$ cat src/hdl/lfu_pkg.sv
`timescale 1ns / 1ps
`default_nettype none
package lfu_pkg;
    localparam int KEY_W = 16;
    localparam int VAL_W = 32;
    localparam int CNT_W = 16;
    localparam int CAP_CFG_W = 5;
    localparam logic OP_GET = 1'b0;
    localparam logic OP_PUT = 1'b1;
    localparam logic [CNT_W-1:0] COUNT_MAX = '1;

    typedef struct packed {
        logic             opcode;
        logic [KEY_W-1:0] key;
        logic [VAL_W-1:0] value;
    } t_req;

    typedef struct packed {
        logic             hit;
        logic [VAL_W-1:0] read_value;
        logic             evicted;
        logic [KEY_W-1:0] evicted_key;
    } t_rsp;
endpackage
`default_nettype wire

$ cat src/hdl/lfu_req_if.sv
`timescale 1ns / 1ps
`default_nettype none
interface lfu_req_if;
    logic          valid;
    logic          ready;
    lfu_pkg::t_req data;
    modport source (output valid, output data, input ready);
    modport sink (input valid, input data, output ready);
endinterface
`default_nettype wire

$ cat src/hdl/lfu_rsp_if.sv
`timescale 1ns / 1ps
`default_nettype none
interface lfu_rsp_if;
    logic          valid;
    logic          ready;
    lfu_pkg::t_rsp data;
    modport source (output valid, output data, input ready);
    modport sink (input valid, input data, output ready);
endinterface
`default_nettype wire

$ cat src/hdl/lfu_cache_policy.sv
`timescale 1ns / 1ps
`default_nettype none
// channel   dir  payload
// i_req     in   opcode, key, value
// o_rsp     out  hit, read_value, evicted, evicted_key
// i_cfg     in   capacity_in_use (i_cfg_we / i_cfg_wdata)
//
// one compare unit walks the entries one per cycle for key match, free entry
// and eviction choice; then the update state writes ranks, count and entry,
// and the output state raises the result
// the next word is taken once the result is consumed
// reset clears valid bits and state and sets capacity to 16, no clearing pass
module lfu_cache_policy #(
    parameter int CAPACITY = 16
) (
    input  wire  i_clk,
    input  wire  i_rst_n,
    lfu_req_if.sink   i_req,
    lfu_rsp_if.source o_rsp,
    input  wire                          i_cfg_we,
    input  wire [lfu_pkg::CAP_CFG_W-1:0] i_cfg_wdata
);
    import lfu_pkg::*;

    localparam int IW = (CAPACITY > 1) ? $clog2(CAPACITY) : 1;
    localparam int NW = $clog2(CAPACITY + 1);

    localparam logic [1:0] S_IDLE = 2'd0;
    localparam logic [1:0] S_SCAN = 2'd1;
    localparam logic [1:0] S_UPD  = 2'd2;
    localparam logic [1:0] S_OUT  = 2'd3;

    logic [1:0]           r_state;
    logic [CAP_CFG_W-1:0] r_cap;
    t_req                 r_req;
    logic [IW-1:0]        r_idx;
    logic [NW-1:0]        r_nvalid;
    logic                 r_found, r_free_ok, r_slot_ok;
    logic [IW-1:0]        r_found_i, r_free_i, r_slot_i;
    t_rsp                 r_rsp;
    logic                 r_rsp_valid;

    logic [CAPACITY-1:0] r_valid;
    logic [KEY_W-1:0]    r_key  [CAPACITY];
    logic [VAL_W-1:0]    r_val  [CAPACITY];
    logic [CNT_W-1:0]    r_cnt  [CAPACITY];
    logic [IW-1:0]       r_rank [CAPACITY];

    // effective capacity
    logic [NW-1:0] w_cap;
    always_comb begin
        if (r_cap == '0) w_cap = NW'(1);
        else if (32'(r_cap) > CAPACITY) w_cap = NW'(CAPACITY);
        else w_cap = NW'(r_cap);
    end

    // shared compare unit on the scanned entry
    logic w_v, w_better;
    assign w_v = r_valid[r_idx];
    assign w_better = !r_slot_ok || (r_cnt[r_idx] < r_cnt[r_slot_i]) ||
        ((r_cnt[r_idx] == r_cnt[r_slot_i]) && (r_rank[r_idx] > r_rank[r_slot_i]));

    assign i_req.ready = (r_state == S_IDLE) && !r_rsp_valid;
    assign o_rsp.valid = r_rsp_valid;
    assign o_rsp.data  = r_rsp;

    logic w_evict, w_insert;
    logic [IW-1:0] w_tgt;
    always_comb begin
        w_evict  = !r_found && r_req.opcode == OP_PUT && r_nvalid >= w_cap && r_slot_ok;
        w_insert = !r_found && r_req.opcode == OP_PUT && (w_evict || r_free_ok);
        w_tgt    = w_evict ? r_slot_i : r_free_i;
    end

    always_ff @(posedge i_clk) begin
        if (!i_rst_n) begin
            r_state     <= S_IDLE;
            r_cap       <= CAP_CFG_W'(16);
            r_rsp_valid <= 1'b0;
            r_valid     <= '0;
        end else begin
            if (i_cfg_we) r_cap <= i_cfg_wdata;
            if (o_rsp.valid && o_rsp.ready) r_rsp_valid <= 1'b0;
            case (r_state)
                S_IDLE: begin
                    if (i_req.valid && i_req.ready) begin
                        r_req     <= i_req.data;
                        r_idx     <= '0;
                        r_nvalid  <= '0;
                        r_found   <= 1'b0;
                        r_free_ok <= 1'b0;
                        r_slot_ok <= 1'b0;
                        r_state   <= S_SCAN;
                    end
                end
                S_SCAN: begin
                    if (w_v) begin
                        r_nvalid <= r_nvalid + NW'(1);
                        if (!r_found && r_key[r_idx] == r_req.key) begin
                            r_found   <= 1'b1;
                            r_found_i <= r_idx;
                        end
                        if (w_better) begin
                            r_slot_ok <= 1'b1;
                            r_slot_i  <= r_idx;
                        end
                    end else if (!r_free_ok) begin
                        r_free_ok <= 1'b1;
                        r_free_i  <= r_idx;
                    end
                    if (32'(r_idx) == CAPACITY - 1) r_state <= S_UPD;
                    else r_idx <= r_idx + IW'(1);
                end
                S_UPD: begin
                    // rank update over all entries, each lane independent
                    for (int i = 0; i < CAPACITY; i++) begin
                        if (r_found) begin
                            if (r_valid[i] && IW'(i) != r_found_i &&
                                r_rank[i] < r_rank[r_found_i])
                                r_rank[i] <= r_rank[i] + IW'(1);
                        end else if (w_insert) begin
                            if (r_valid[i] && !(w_evict && IW'(i) == w_tgt)) begin
                                if (w_evict && r_rank[i] > r_rank[w_tgt])
                                    r_rank[i] <= r_rank[i];
                                else
                                    r_rank[i] <= r_rank[i] + IW'(1);
                            end
                        end
                    end
                    if (r_found) begin
                        r_rank[r_found_i] <= '0;
                        if (r_cnt[r_found_i] != COUNT_MAX)
                            r_cnt[r_found_i] <= r_cnt[r_found_i] + CNT_W'(1);
                        if (r_req.opcode == OP_PUT) r_val[r_found_i] <= r_req.value;
                    end else if (w_insert) begin
                        r_valid[w_tgt] <= 1'b1;
                        r_key[w_tgt]   <= r_req.key;
                        r_val[w_tgt]   <= r_req.value;
                        r_cnt[w_tgt]   <= CNT_W'(1);
                        r_rank[w_tgt]  <= '0;
                    end
                    r_rsp.hit         <= r_found;
                    r_rsp.read_value  <= (r_found && r_req.opcode == OP_GET) ?
                                         r_val[r_found_i] : '0;
                    r_rsp.evicted     <= w_evict;
                    r_rsp.evicted_key <= w_evict ? r_key[r_slot_i] : '0;
                    r_state <= S_OUT;
                end
                S_OUT: begin
                    r_rsp_valid <= 1'b1;
                    r_state     <= S_IDLE;
                end
                default: r_state <= S_IDLE;
            endcase
        end
    end
endmodule
`default_nettype wire

$ cat src/flat_wrapper.sv
// flat-port wrapper written by rule: the top's interface ports become plain ports
module lfu_cache_policy_flat import lfu_pkg::*;
#(
    parameter int CAPACITY = 16
)
  (i_clk, i_rst_n, i_cfg_we, i_cfg_wdata, i_req_valid, i_req_data, i_req_ready, o_rsp_valid, o_rsp_data, o_rsp_ready);
  lfu_req_if i_req_i ();
  lfu_rsp_if o_rsp_i ();
  input  wire i_clk;
  input  wire i_rst_n;
  input  wire i_cfg_we;
  input  wire [lfu_pkg::CAP_CFG_W-1:0] i_cfg_wdata;
  input wire logic [$bits(i_req_i.valid)-1:0] i_req_valid;
  input wire logic [$bits(i_req_i.data)-1:0] i_req_data;
  output wire logic [$bits(i_req_i.ready)-1:0] i_req_ready;
  output wire logic [$bits(o_rsp_i.valid)-1:0] o_rsp_valid;
  output wire logic [$bits(o_rsp_i.data)-1:0] o_rsp_data;
  input wire logic [$bits(o_rsp_i.ready)-1:0] o_rsp_ready;
  assign i_req_i.valid = i_req_valid;
  assign i_req_i.data = i_req_data;
  assign i_req_ready = i_req_i.ready;
  assign o_rsp_valid = o_rsp_i.valid;
  assign o_rsp_data = o_rsp_i.data;
  assign o_rsp_i.ready = o_rsp_ready;
  lfu_cache_policy #(.CAPACITY(CAPACITY)) u_core (.i_clk(i_clk), .i_rst_n(i_rst_n), .i_req(i_req_i), .o_rsp(o_rsp_i), .i_cfg_we(i_cfg_we), .i_cfg_wdata(i_cfg_wdata));
endmodule
$ cat config.mk
export PLATFORM = sky130hd
export DESIGN_NAME = lfu_cache_policy_flat
export DESIGN_NICKNAME = d
export VERILOG_FILES = /design/src/hdl/lfu_pkg.sv /design/src/hdl/lfu_req_if.sv /design/src/hdl/lfu_rsp_if.sv /design/src/hdl/lfu_cache_policy.sv /design/src/flat_wrapper.sv
export SDC_FILE = /design/constraint.sdc
export NUM_CORES = 2
export LEC_CHECK = 0
export ABC_AREA = 1
export BUFFER_PORTS_ARGS = -buffer_cell sky130_fd_sc_hd__buf_2
export CAP_MARGIN = 20
export CORE_MARGIN = 2
export CORE_UTILIZATION = 55
export DETAILED_ROUTE_END_ITERATION = 7
export PLACE_DENSITY = 0.71
export SLEW_MARGIN = 20
export SYNTH_ARGS = -nofsm -noshare
export SYNTH_HDL_FRONTEND = slang
export SYNTH_SLANG_ARGS = --single-unit
$ cat constraint.sdc
create_clock -name i_clk -period 5.7 [get_ports i_clk]
set_input_delay 1.14 -clock i_clk [delete_from_list [all_inputs] [get_ports i_clk]]
set_output_delay 1.14 -clock i_clk [all_outputs]
set_load 0.03 [all_outputs]
==> out/metrics.yaml <==
detailed_routing:
  post_drt_via_cell_ratio: 6.363
  routedWlPerCell_um: 23.74
  drt_first_iter_violations: 6807
  vias: 49750
  totalWireLength_um: 185600
  drc: 0
  antenna_left: 0
  dr.pass1.iters: 7
timing:
  holdWs_ns: 0.5239
  layout_min_cycle_time_ns: 5.230
  worst_slew_pin_slew_ns: 1.251
  rsz0062_at_grt: "false"
  fin_crit_sh: 0.9175
  setup_tns_ns: 0
  finClkSkew_ns: 0.04199
  hold_viol_final: 0
  maxSlewHeadroom: 0.1648
  finalSetupViolations: 0
  fmax_ghz: 0.1912
  finalMaxSlewViolations: 0
critical_path:
  crit_type: "reg2reg"
  reg2reg_depth: 27
  crit_fanout: 16
  r2r_start: "u_core.r_cap[0]"
  endpoint_kind: "flip-flop"
  startpoint_type: "flip-flop"
  reg2reg_slack_ns: 0.47
  r2r_end: "u_core.r_rank[0][1]"
  worstPathRequired_ns: 6.32
  cp.arrival_ns: 5.85
pwr:
  switching_share: 0.3343
  ir_drop_mv: 0.3405
  cellLeakagePower_nw: 25.04
  combPwrFrac: 0.249
  finalPower_mw: 25.60
  power_density_nw_per_um2: 374.8
  internal_power_mw: 17.04
  pwr-share-clk: 0.331
  power_frac_seq: 0.420
  switching_power_mw: 8.558
place:
  place.gp.congestion: 0.9793
  dpl.cell_count: 7574
  port_buffers: 110
  dp_hpwl_um: 104400
grt:
  grt_pass1_wl_um: 277600
  grt_max_degree: 216
  antenna_found_initial: 1
  grt.total_usage: 0.3142
  overflow: 0
  grt_pass1_vias: 46360
clock_network:
  cts_buffer_depth: 3
  cts.sinks: 1247
  cts_setup_buffers: 0
  cts_buffers: 133
  clk_pin_slew_ns: 0.06
  cts_resized: 0
  cts_hold_buf: 0
  cts-root-buf: "clkbuf_16"
  clock_latency_ns: 0.77
  htree_levels: 4
  cts_tree: "built"
floorplanning:
  dieWidth_um: 339.3
  design.core.area_sq_um: 112000
  rows: 123
  ios: 111
  start_util: 0.5519
  die_area_sq_um: 115100
  die_h_um: 339.3
min_path:
  min_from: "u_core.r_cap[0]"
  min_to: "u_core.r_cap[0]"
  hold_path.class: "reg2reg"
  hold_depth: 2
synth:
  synth_flop_cell: "edfxtp_1"
  synth_edf_count: 1147
  synth_fp_nets: 6444
  synth_area_per_cell_sq_um: 9.932
  synth.distinct_cells: 49
  seq_area_frac_synth: 0.5894
  async_reset_ff_frac: 0
  syn_area_sq_um: 61830
  ys_ff_latch: 1247
  ys_warn_count: 0
  syn-instance-count: 6225
finish:
  fin_cells: 7819
  final_nets: 6429
  layout_commonest_cell: "edfxtp_1"
  drive_above_1_share: 0.09023
  layout_common_cells: "1147 x edfxtp_1, 1069 x nand2_1, 698 x o21ai_0"
  area_growth_syn_to_layout_pct: 10.44
  fin_util: 0.6095
run_status:
  outcome: "completed"
flow_run:
  drv_cap: 0
## metrics by stage
step	area, sq um	setup slack [ns]
6_report	68290	0.4702
5_1_grt	68280	0.03449
4_1_cts	68260	0.5340
3_5_place_dp	63990	0.5777
3_3_place_gp	63990	0.6639
2_1_floorplan	61830	1.279
## power groups by stage
| stage | logic [mW] | registers [mW] | clock network, mW |
|---|---|---|---|
| finish | 6.38 | 10.7 | 8.47 |
| global route | 6.98 | 10.8 | 8.92 |
| CTS | 6.19 | 10.7 | 8.56 |
| detailed placement | 6.16 | 10.9 | 0 |
| global placement | 6.05 | 10.9 | 0 |
| floorplan | 4.28 | 10.7 | 0 |
## layer usage
layer | vias up | GRT usage | share of wire
li1 | 22400 | - | -
met1 | 23760 | 0.4342 | 0.39
met2 | 3039 | 0.4939 | 0.46
met3 | 553 | 0.05141 | 0.11
met4 | 4 | 0.1364 | 0.041
met5 | - | 0 | 0.00015
## flip-flops by register name, indices dropped and copies added (netlist names), 5 cells and up, named ones only
signal             flops
u_core.r_nvalid        5
u_core.r_valid        16
u_core.r_key         256
u_core.r_rank         64
u_core.r_val         512
u_core.r_cap           5
u_core.r_req          49
u_core.o_rsp.data     50
u_core.r_cnt         256
## cell type report
type,count,area (sq um)
timing repair buffer,252,1829
tap,1500,1877
antenna,2,5.005
clock buffer,170,3550
clock inverter,72,714.4
fill,9159,43750
multi-input combinational,4031,21780
sequential,1247,36480
inverter,545,2056
## cells by family (layout without fill, tap and decap cells)
group	Yosys count	count (layout)	synth area share
flip-flops	1247	1247	0.5894
AO/OA/AOI/OAI	1853	1853	0.1756
XOR/XNOR	35	35	0.004958
other	0	2	0
AND/OR/NAND/NOR	1983	1983	0.1350
buffers and inverters	947	1039	0.06265
adder cells (fa/ha/maj)	160	160	0.03238
## worst max-delay path: stages, from the launching register on
cell,delay [ns]
dfxtp_1,0.31
or4_1,0.53
nand2_1,0.09
nand2_1,0.05
ha_1,0.27
nand2_1,0.08
nor2_1,0.05
o21ai_0,0.09
nand3_2,0.18
nand2_2,0.29
nand2_1,0.08
nand2_1,0.21
inv_1,0.10
nand2_1,0.37
o21ai_0,0.17
o21ai_0,0.21
nand4_1,0.35
buf_4,0.34
ha_1,0.32
nand2_1,0.06
inv_1,0.06
o21ai_0,0.08
a32oi_1,0.16
nand2_1,0.08
nand3_1,0.24
nand2_1,0.17
nand2_1,0.09
a21oi_1,0.06
## synth_stat cells (2+ instances only)
master | number | area (sq um)
edfxtp_1 | 1147 | 34440
nand3_1 | 521 | 2608
xnor2_1 | 2 | 17.52
o221ai_1 | 58 | 508.0
ha_1 | 160 | 2002
inv_1 | 536 | 2012
a22oi_1 | 256 | 1922
inv_2 | 4 | 15.01
or2_2 | 20 | 125.1
o22ai_1 | 27 | 168.9
dfxtp_1 | 100 | 2002
nor2_1 | 304 | 1141
buf_4 | 11 | 82.58
a21oi_2 | 6 | 52.55
nor2_2 | 10 | 62.56
a311oi_1 | 4 | 35.03
xor2_1 | 33 | 289.0
buf_2 | 66 | 330.3
nand3b_1 | 3 | 22.52
o21ai_2 | 2 | 17.52
o21ai_1 | 20 | 100.1
nand4_1 | 25 | 156.4
nor4_1 | 9 | 56.30
o211ai_1 | 159 | 1194
a21oi_1 | 559 | 2798
o21ai_0 | 698 | 3493
a32oi_1 | 5 | 43.79
buf_1 | 29 | 108.9
a41oi_1 | 32 | 280.3
a2111o_1 | 9 | 101.4
clkbuf_1 | 270 | 1013
nand2_2 | 10 | 62.56
nor3_4 | 2 | 32.53
buf_6 | 26 | 292.8
a31oi_1 | 5 | 31.28
clkinv_1 | 5 | 18.77
a211oi_1 | 6 | 45.04
o21a_1 | 2 | 15.01
nand2_1 | 1070 | 4016
or2_0 | 2 | 12.51
nor3_1 | 4 | 20.02
## worst max path at each step
stage                         start                   to  slack (ns)  cells after the start
global route        u_core.r_cap[0]  u_core.r_rank[6][1]        0.03                     25
finish              u_core.r_cap[0]  u_core.r_rank[0][1]        0.47                     27
global placement    u_core.r_cap[0]  u_core.r_rank[3][0]        0.66                     24
detailed placement  u_core.r_cap[0]  u_core.r_rank[0][1]        0.58                     24
CTS                 u_core.r_cap[0]  u_core.r_rank[0][1]        0.53                     27
floorplan           u_core.r_cap[0]  u_core.r_val[15][0]        1.28                     17
(Power assumes the default switching activity.)
